==> config.mk <==
export PLATFORM = sky130hd
export DESIGN_NAME = line_pixel_generator
export DESIGN_NICKNAME = d
export VERILOG_FILES = /design/src/hw/rtl/lpg_pkg.sv /design/src/hw/rtl/lpg_stepper.sv /design/src/hw/rtl/line_pixel_generator.sv
export VERILOG_INCLUDE_DIRS = /design/src /design/src/hw/rtl
export SDC_FILE = /design/constraint.sdc
export NUM_CORES = 1
export LEC_CHECK = 0
export ABC_AREA = 1
export BUFFER_PORTS_ARGS = -buffer_cell sky130_fd_sc_hd__clkbuf_2
export CAP_MARGIN = 20
export CORE_ASPECT_RATIO = 1.2
export CORE_UTILIZATION = 40
export DETAILED_ROUTE_END_ITERATION = 10
export HOLD_SLACK_MARGIN = 0.1
export PLACE_DENSITY = 0.53
export SYNTH_ARGS = -nofsm -noshare
export SYNTH_HDL_FRONTEND = slang
export SYNTH_SLANG_ARGS = --single-unit
==> constraint.sdc <==
create_clock -name aclk -period 11.2 [get_ports aclk]
set_input_delay 1.68 -clock aclk [delete_from_list [all_inputs] [get_ports aclk]]
set_output_delay 1.68 -clock aclk [all_outputs]
set_load 0.005 [all_outputs]
==> src/hw/rtl/line_pixel_generator_assert.svh <==
// Assertion helpers shared by the line pixel generator RTL.
`ifndef LINE_PIXEL_GENERATOR_ASSERT_SVH
`define LINE_PIXEL_GENERATOR_ASSERT_SVH

// Same-cycle implication, disabled while in reset.
`define LPG_ASSERT_NOW(label, clk, rstn, ante, cons, msg) \
    label: assert property (@(posedge clk) disable iff (!(rstn)) (ante) |-> (cons)) \
        else $error(msg);

// Next-cycle implication, disabled while in reset.
`define LPG_ASSERT_NEXT(label, clk, rstn, ante, cons, msg) \
    label: assert property (@(posedge clk) disable iff (!(rstn)) (ante) |=> (cons)) \
        else $error(msg);

`endif

==> src/hw/rtl/lpg_pkg.sv <==
package lpg_pkg;

    // Input word opcode
    typedef enum logic {
        OP_START = 1'b0,
        OP_STEP  = 1'b1
    } op_t;

    // RGB565 color width
    localparam int COLOR_BITS = 16;

    // Extra bits of the signed error term beyond the coordinate width
    localparam int ERR_EXTRA_BITS = 4;

endpackage

==> src/hw/rtl/lpg_stepper.sv <==
`include "line_pixel_generator_assert.svh"

module lpg_stepper #(
    parameter int COORD_BITS = 8
) (
    input  logic                           aclk,
    input  logic                           aresetn,
    // one input word is consumed when step_en is high
    input  logic                           step_en,
    input  lpg_pkg::op_t                   op,
    input  logic [COORD_BITS-1:0]          x_start,
    input  logic [COORD_BITS-1:0]          y_start,
    input  logic [COORD_BITS-1:0]          x_end,
    input  logic [COORD_BITS-1:0]          y_end,
    input  logic [lpg_pkg::COLOR_BITS-1:0] color,
    // result of the word presented now
    output logic [COORD_BITS-1:0]          res_x,
    output logic [COORD_BITS-1:0]          res_y,
    output logic [lpg_pkg::COLOR_BITS-1:0] res_color,
    output logic                           res_valid,
    output logic                           res_last
);

    localparam int ErrBits = COORD_BITS + lpg_pkg::ERR_EXTRA_BITS;
    localparam logic [COORD_BITS-1:0] CoordOne = COORD_BITS'(1);

    // Line state
    logic [COORD_BITS-1:0]          cur_x_reg, cur_x_next;
    logic [COORD_BITS-1:0]          cur_y_reg, cur_y_next;
    logic signed [ErrBits-1:0]      err_reg, err_next;
    logic [COORD_BITS-1:0]          abs_dx_reg, abs_dx_next;
    logic [COORD_BITS-1:0]          abs_dy_reg, abs_dy_next;
    logic                           neg_x_reg, neg_x_next;
    logic                           neg_y_reg, neg_y_next;
    logic                           steep_reg, steep_next;
    logic [COORD_BITS-1:0]          rem_reg, rem_next;
    logic [lpg_pkg::COLOR_BITS-1:0] color_reg, color_next;
    logic                           busy_reg, busy_next;

    // Start-of-line setup terms
    logic                      s_neg_x, s_neg_y, s_steep;
    logic [COORD_BITS-1:0]     s_adx, s_ady, s_major, s_minor;
    logic signed [ErrBits-1:0] s_err;

    // Step terms
    logic [COORD_BITS-1:0]     t_major, t_minor, rem_dec;
    logic signed [ErrBits-1:0] t_major2, t_minor2, t_err_adj;
    logic                      t_err_pos;
    logic [COORD_BITS-1:0]     x_move, y_move;

    // Endpoint deltas, step signs and major axis (tie picks x)
    always_comb begin
        s_neg_x = (x_end < x_start);
        s_neg_y = (y_end < y_start);
        s_adx   = s_neg_x ? (x_start - x_end) : (x_end - x_start);
        s_ady   = s_neg_y ? (y_start - y_end) : (y_end - y_start);
        s_steep = (s_adx < s_ady);
        s_major = s_steep ? s_ady : s_adx;
        s_minor = s_steep ? s_adx : s_ady;
        s_err   = $signed({3'b000, s_minor, 1'b0}) - $signed({4'b0000, s_major});
    end

    // One Bresenham step from the stored state
    always_comb begin
        t_major   = steep_reg ? abs_dy_reg : abs_dx_reg;
        t_minor   = steep_reg ? abs_dx_reg : abs_dy_reg;
        t_major2  = $signed({3'b000, t_major, 1'b0});
        t_minor2  = $signed({3'b000, t_minor, 1'b0});
        t_err_pos = (err_reg > 0);
        t_err_adj = t_err_pos ? (err_reg - t_major2) : err_reg;
        x_move    = neg_x_reg ? (cur_x_reg - CoordOne) : (cur_x_reg + CoordOne);
        y_move    = neg_y_reg ? (cur_y_reg - CoordOne) : (cur_y_reg + CoordOne);
        rem_dec   = rem_reg - CoordOne;
    end

    // Next state
    always_comb begin
        cur_x_next  = cur_x_reg;
        cur_y_next  = cur_y_reg;
        err_next    = err_reg;
        abs_dx_next = abs_dx_reg;
        abs_dy_next = abs_dy_reg;
        neg_x_next  = neg_x_reg;
        neg_y_next  = neg_y_reg;
        steep_next  = steep_reg;
        rem_next    = rem_reg;
        color_next  = color_reg;
        busy_next   = busy_reg;
        if (step_en) begin
            if (op == lpg_pkg::OP_START) begin
                cur_x_next  = x_start;
                cur_y_next  = y_start;
                err_next    = s_err;
                abs_dx_next = s_adx;
                abs_dy_next = s_ady;
                neg_x_next  = s_neg_x;
                neg_y_next  = s_neg_y;
                steep_next  = s_steep;
                rem_next    = s_major;
                color_next  = color;
                busy_next   = (s_major != '0);
            end else if (busy_reg) begin
                // major axis always moves, minor axis when error is positive
                if (steep_reg) begin
                    cur_y_next = y_move;
                    if (t_err_pos) begin
                        cur_x_next = x_move;
                    end
                end else begin
                    cur_x_next = x_move;
                    if (t_err_pos) begin
                        cur_y_next = y_move;
                    end
                end
                err_next  = t_err_adj + t_minor2;
                rem_next  = rem_dec;
                busy_next = (rem_dec != '0);
            end
        end
    end

    // Result of the current word
    always_comb begin
        if (op == lpg_pkg::OP_START) begin
            res_x     = x_start;
            res_y     = y_start;
            res_color = color;
            res_valid = 1'b1;
            res_last  = (s_major == '0);
        end else if (busy_reg) begin
            res_x     = cur_x_next;
            res_y     = cur_y_next;
            res_color = color_reg;
            res_valid = 1'b1;
            res_last  = (rem_dec == '0);
        end else begin
            res_x     = '0;
            res_y     = '0;
            res_color = '0;
            res_valid = 1'b0;
            res_last  = 1'b0;
        end
    end

    always_ff @(posedge aclk) begin
        if (!aresetn) begin
            cur_x_reg  <= '0;
            cur_y_reg  <= '0;
            err_reg    <= '0;
            abs_dx_reg <= '0;
            abs_dy_reg <= '0;
            neg_x_reg  <= 1'b0;
            neg_y_reg  <= 1'b0;
            steep_reg  <= 1'b0;
            rem_reg    <= '0;
            color_reg  <= '0;
            busy_reg   <= 1'b0;
        end else begin
            cur_x_reg  <= cur_x_next;
            cur_y_reg  <= cur_y_next;
            err_reg    <= err_next;
            abs_dx_reg <= abs_dx_next;
            abs_dy_reg <= abs_dy_next;
            neg_x_reg  <= neg_x_next;
            neg_y_reg  <= neg_y_next;
            steep_reg  <= steep_next;
            rem_reg    <= rem_next;
            color_reg  <= color_next;
            busy_reg   <= busy_next;
        end
    end

    `LPG_ASSERT_NOW(a_busy_has_steps, aclk, aresetn, busy_reg, rem_reg != '0, "busy with no steps left")
    `LPG_ASSERT_NEXT(a_last_goes_idle, aclk, aresetn, step_en && res_last, !busy_reg, "still busy after last pixel")
    `LPG_ASSERT_NEXT(a_idle_step_holds, aclk, aresetn, step_en && (op == lpg_pkg::OP_STEP) && !busy_reg, $stable(cur_x_reg) && $stable(cur_y_reg) && !busy_reg, "idle step changed position")

endmodule

==> src/hw/rtl/line_pixel_generator.sv <==
// Bresenham line rasterizer, all octants. Every input word gives exactly one
// result word: a start word (op = 0) loads both endpoints and the color and
// returns the first endpoint at once; each step word (op = 1) returns the next
// pixel along the major axis, with last set on the second endpoint, after which
// the block is idle and a step word returns valid_res = 0 with zeroed fields.
// A start word while a line is in progress abandons that line. Throughput is
// one word per clock while the result side keeps m_ready high: a step is a single
// add/compare update of the error term, done combinationally between the input
// register and the result register, which then presents the result on m_valid.
// While a result waits on m_ready the input register takes one more word, then
// s_ready stays low until m_ready.
`include "line_pixel_generator_assert.svh"

module line_pixel_generator #(
    parameter int COORD_BITS = 8
) (
    input  logic                           aclk,
    input  logic                           aresetn,
    // input words
    input  logic                           s_valid,
    output logic                           s_ready,
    input  logic                           s_op,
    input  logic [COORD_BITS-1:0]          s_x_start,
    input  logic [COORD_BITS-1:0]          s_y_start,
    input  logic [COORD_BITS-1:0]          s_x_end,
    input  logic [COORD_BITS-1:0]          s_y_end,
    input  logic [lpg_pkg::COLOR_BITS-1:0] s_color,
    // result words
    output logic                           m_valid,
    input  logic                           m_ready,
    output logic [COORD_BITS-1:0]          m_pixel_x,
    output logic [COORD_BITS-1:0]          m_pixel_y,
    output logic [lpg_pkg::COLOR_BITS-1:0] m_pixel_color,
    output logic                           m_valid_res,
    output logic                           m_last
);

    // Input register
    logic                           in_vld_reg, in_vld_next;
    lpg_pkg::op_t                   in_op_reg;
    logic [COORD_BITS-1:0]          in_x0_reg, in_y0_reg, in_x1_reg, in_y1_reg;
    logic [lpg_pkg::COLOR_BITS-1:0] in_color_reg;

    // Result register
    logic                           out_vld_reg, out_vld_next;
    logic [COORD_BITS-1:0]          out_x_reg, out_y_reg;
    logic [lpg_pkg::COLOR_BITS-1:0] out_color_reg;
    logic                           out_res_reg, out_last_reg;

    // Stepper result
    logic [COORD_BITS-1:0]          res_x, res_y;
    logic [lpg_pkg::COLOR_BITS-1:0] res_color;
    logic                           res_valid, res_last;

    logic advance;
    logic s_take;

    // A word moves from input to result register when the result slot frees
    assign advance = in_vld_reg && (!out_vld_reg || m_ready);
    assign s_ready = !in_vld_reg || advance;
    assign s_take  = s_valid && s_ready;

    always_comb begin
        in_vld_next = in_vld_reg;
        if (s_take) begin
            in_vld_next = 1'b1;
        end else if (advance) begin
            in_vld_next = 1'b0;
        end
    end

    always_comb begin
        out_vld_next = out_vld_reg;
        if (advance) begin
            out_vld_next = 1'b1;
        end else if (m_ready) begin
            out_vld_next = 1'b0;
        end
    end

    lpg_stepper #(
        .COORD_BITS(COORD_BITS)
    ) u_stepper (
        .aclk      (aclk),
        .aresetn   (aresetn),
        .step_en   (advance),
        .op        (in_op_reg),
        .x_start   (in_x0_reg),
        .y_start   (in_y0_reg),
        .x_end     (in_x1_reg),
        .y_end     (in_y1_reg),
        .color     (in_color_reg),
        .res_x     (res_x),
        .res_y     (res_y),
        .res_color (res_color),
        .res_valid (res_valid),
        .res_last  (res_last)
    );

    // Handshake flags
    always_ff @(posedge aclk) begin
        if (!aresetn) begin
            in_vld_reg  <= 1'b0;
            out_vld_reg <= 1'b0;
        end else begin
            in_vld_reg  <= in_vld_next;
            out_vld_reg <= out_vld_next;
        end
    end

    // Payload registers
    always_ff @(posedge aclk) begin
        if (s_take) begin
            in_op_reg    <= lpg_pkg::op_t'(s_op);
            in_x0_reg    <= s_x_start;
            in_y0_reg    <= s_y_start;
            in_x1_reg    <= s_x_end;
            in_y1_reg    <= s_y_end;
            in_color_reg <= s_color;
        end
        if (advance) begin
            out_x_reg     <= res_x;
            out_y_reg     <= res_y;
            out_color_reg <= res_color;
            out_res_reg   <= res_valid;
            out_last_reg  <= res_last;
        end
    end

    assign m_valid       = out_vld_reg;
    assign m_pixel_x     = out_x_reg;
    assign m_pixel_y     = out_y_reg;
    assign m_pixel_color = out_color_reg;
    assign m_valid_res   = out_res_reg;
    assign m_last        = out_last_reg;

    `LPG_ASSERT_NOW(a_empty_ready, aclk, aresetn, !in_vld_reg, s_ready, "input stage empty but not ready")
    `LPG_ASSERT_NEXT(a_advance_fills, aclk, aresetn, advance, out_vld_reg, "advanced word missing from result")
    `LPG_ASSERT_NEXT(a_stall_keeps, aclk, aresetn, in_vld_reg && out_vld_reg && !m_ready, in_vld_reg && out_vld_reg, "word dropped during stall")

endmodule

==> impl_metrics.env <==
export IMPL_status="complete, no violations"
export IMPL_hold_buffers=0
export IMPL_tightestPinTransition_ps=725
export IMPL_grt_usage_pct=20.9
export IMPL_dpl_cell_area_um2=10400
export IMPL_synth_edf_count=83
export IMPL_r2r_end="u_stepper.err_reg[8]$_SDFFE_PN0P_"
export IMPL_synth_seq_cells=157
export IMPL_syn2layout_area_growth_pct=13.3
export IMPL_grt_pass1_wl_mm=38.7
export IMPL_fmaxAchievable_mhz=178
export IMPL_path_delay_family="compound AO/OA/AOI/OAI gates"
export IMPL_slew_violations=0
export IMPL_period_minus_slack_ps=5620
export IMPL_skew_ps=13.3
export IMPL_powerDensity_nw_per_um2=179
export IMPL_synthCells=1197
export IMPL_cts_tree="built"
export IMPL_syn_nets=1332
export IMPL_maxCapViolations=0
export IMPL_die_w_um=144
export IMPL_async_flop_share_pct=0
export IMPL_ys_types=50
export IMPL_diodes=0
export IMPL_required_ps=11500
export IMPL_ys_warn_count=0
export IMPL_path_depth=32
export IMPL_crit_slowest_cell="edfxtp_1"
export IMPL_postRouteAntennaNets=0
export IMPL_grt_pass1_vias=7417
export IMPL_die_y_um=172
export IMPL_antenna_found_initial=0
export IMPL_p_int_w=0.00120
export IMPL_finalSetupTns_ps=0
export IMPL_cts_htree_levels=4
export IMPL_synth_top_area_share_pct=25.9
export IMPL_synthFlopType="edfxtp_1"
export IMPL_worst_ir_drop_vdd_mv=0.126
export IMPL_clkPwrFrac_pct=27.0
export IMPL_critPathBufInv=5
export IMPL_crit_path_start_kind="register"
export IMPL_min_path_type="register to register"
export IMPL_hold_path_startpoint="u_stepper.color_reg[10]$_SDFFE_PN0P_"
export IMPL_hold_ws_ps=447
export IMPL_synth_most_common_cell="nand2_1"
export IMPL_fin_nets=1405
export IMPL_cts_buffer_depth=2
export IMPL_path_class="register to register"
export IMPL_final_util_pct=46.6
export IMPL_r2r_worst_path_cells=32
export IMPL_crit_fanout=25
export IMPL_p_leak_nw=4.93
export IMPL_netlist_top_cell_by_area="edfxtp_1"
export IMPL_critPathLaunch="in_x0_reg[0]$_DFFE_PP_"
export IMPL_grt_max_degree=58
export IMPL_dp_cells=1565
export IMPL_cpPeakStageDelay_ps=420
export IMPL_r2r_slack_ps=5580
export IMPL_clockRootBuffer="clkbuf_16"
export IMPL_clk_pin_slew_worst_paths_ps=70
export IMPL_cp_end_kind="register"
export IMPL_port_buffers=88
export IMPL_n_fill_cell=2339
export IMPL_p_switching_w=0.000759
export IMPL_avgViaCountPerCell=5.03
export IMPL_reg2reg_from="in_x0_reg[0]$_DFFE_PP_"
export IMPL_grt_setup_unrepaired="no"
export IMPL_start_util_pct=41.1
export IMPL_combPwrFrac_pct=38.9
export IMPL_ys_seq_area_share_pct=41.2
export IMPL_cts_resized=0
export IMPL_yosys_top_cells_area="edfxtp_1 (26%), dfxtp_1 (15%), ha_1 (9.5%), nand2_1 (8.7%), o21ai_0 (8.2%)"
export IMPL_gp_congestion=0.848
export IMPL_crit_end="u_stepper.err_reg[8]$_SDFFE_PN0P_"
export IMPL_p_sw_share_pct=38.8
export IMPL_pin_count=89
export IMPL_wire_per_inst_um=15.6
export IMPL_slew_headroom_pct=51.7
export IMPL_syn_area_um2=9640
export IMPL_rows=61
export IMPL_clk_latency_ps=430
export IMPL_worstPathArrival_ps=5920
export IMPL_fin_crit_sh_pct=50.2
export IMPL_postCtsSetupRepairBufs=0
export IMPL_drive_gt1_share_pct=13.1
export IMPL_drc_errors=0
export IMPL_coreArea_um2=23400
export IMPL_cts_sinks=157
export IMPL_hold_viol=0
export IMPL_synth_common_cells="nand2_1 (223), o21ai_0 (158), inv_1 (154)"
export IMPL_postSynthAreaPerCell_um2=8.05
export IMPL_stdcell_area_um2=10900
export IMPL_drt_pass1_iter_count=5
export IMPL_seq_power_share_pct=34.1
export IMPL_num_vias=8039
export IMPL_drt_total_wl_mm=25.0
export IMPL_finalSetupViolCount=0
export IMPL_finalNonFillerCells=1598
export IMPL_die_area_um2=24700
export IMPL_first_iter_violations=409
export IMPL_cts_buffers_inserted=17
export IMPL_dp_hpwl_mm=18.0
export IMPL_grt_overflow=0
## layout make-up
cell class	count	area [um2]	share of cell area (%)
multi-input cells	833	4860	44.5
flip-flops and latches	157	3970	36.4
inverters	162	611	5.59
repair buffers	99	551	5.04
clock buffers	20	437	4.00
well taps	315	394	3.61
clock inverters	12	92.6	0.848
## through the flow
stage | power (W) | setup WS [ps]
6_report | 0.00196 | 5580
3_5_place_dp | 0.00144 | 5610
3_3_place_gp | 0.00144 | 5790
2_1_floorplan | 0.00125 | 6250
4_1_cts | 0.00198 | 5600
5_1_grt | 0.00210 | 5020
## worst reg2reg max path, delay by kind of cell, from the launching register on
kind | cells | cell delay (ps)
compound gates | 9 | 1640
simple gates | 13 | 1380
fa+ha+maj | 4 | 1220
buf+inv | 5 | 520
flops | 1 | 420
xor+xnor | 1 | 340
## kinds of logic after synthesis
logic type | after synthesis | share of synthesized area [%]
AO/OA/AOI/OAI | 341 | 19.5
XOR/XNOR | 35 | 3.18
adder cells (fa/ha/maj) | 82 | 11.3
buffers and inverters | 207 | 8.32
flip-flops | 157 | 41.2
multiplexers | 2 | 0.208
AND/OR/NAND/NOR | 373 | 16.2
## cells in the final DEF, fill, tap and decap left out, drive strengths merged, types with 8 or more instances in the layout
master    n
edfxtp   83
xnor2    12
nand4     8
buf      11
a21oi   113
nand3    39
a21o      8
inv     162
fa        9
clkinv    8
o211ai   10
nor2     76
nand2   236
a31oi     8
clkbuf  108
o21ai   169
dfxtp    74
ha       73
o22ai    13
xor2     23
## routing by layer
metal | routed length, um | vias up | share of wire [%] | track usage [%]
met3 | 809 | 30 | 3.2 | 3.63
met4 | 564 | 0 | 2.3 | 8.19
li1 | - | 4183 | - | -
met1 | 11400 | 3678 | 46 | 26.2
met5 | 0 | - | 0 | 0
met2 | 12200 | 148 | 49 | 35.6
## how the worst min path moves through the flow
stage                     slack (ps)                                   end  cells past startpoint
after detailed placement         440  u_stepper.color_reg[10]$_SDFFE_PN0P_                      2
after global routing             460   u_stepper.color_reg[8]$_SDFFE_PN0P_                      2
final                            450  u_stepper.color_reg[10]$_SDFFE_PN0P_                      2
after global placement           430  u_stepper.color_reg[10]$_SDFFE_PN0P_                      2
after floorplan                  420   u_stepper.color_reg[0]$_SDFFE_PN0P_                      2
after CTS                        450   u_stepper.color_reg[8]$_SDFFE_PN0P_                      2
## power groups by stage
stage	sequential (W)	combinational [W]	clock, W
after floorplan	0.000673	0.000576	0
after global placement	0.000679	0.000759	0
after detailed placement	0.000679	0.000761	0
after CTS	0.000667	0.000765	0.000544
after global routing	0.000671	0.000863	0.000567
final	0.000667	0.000761	0.000528
Note: power is estimated with default switching activity, not from simulation.
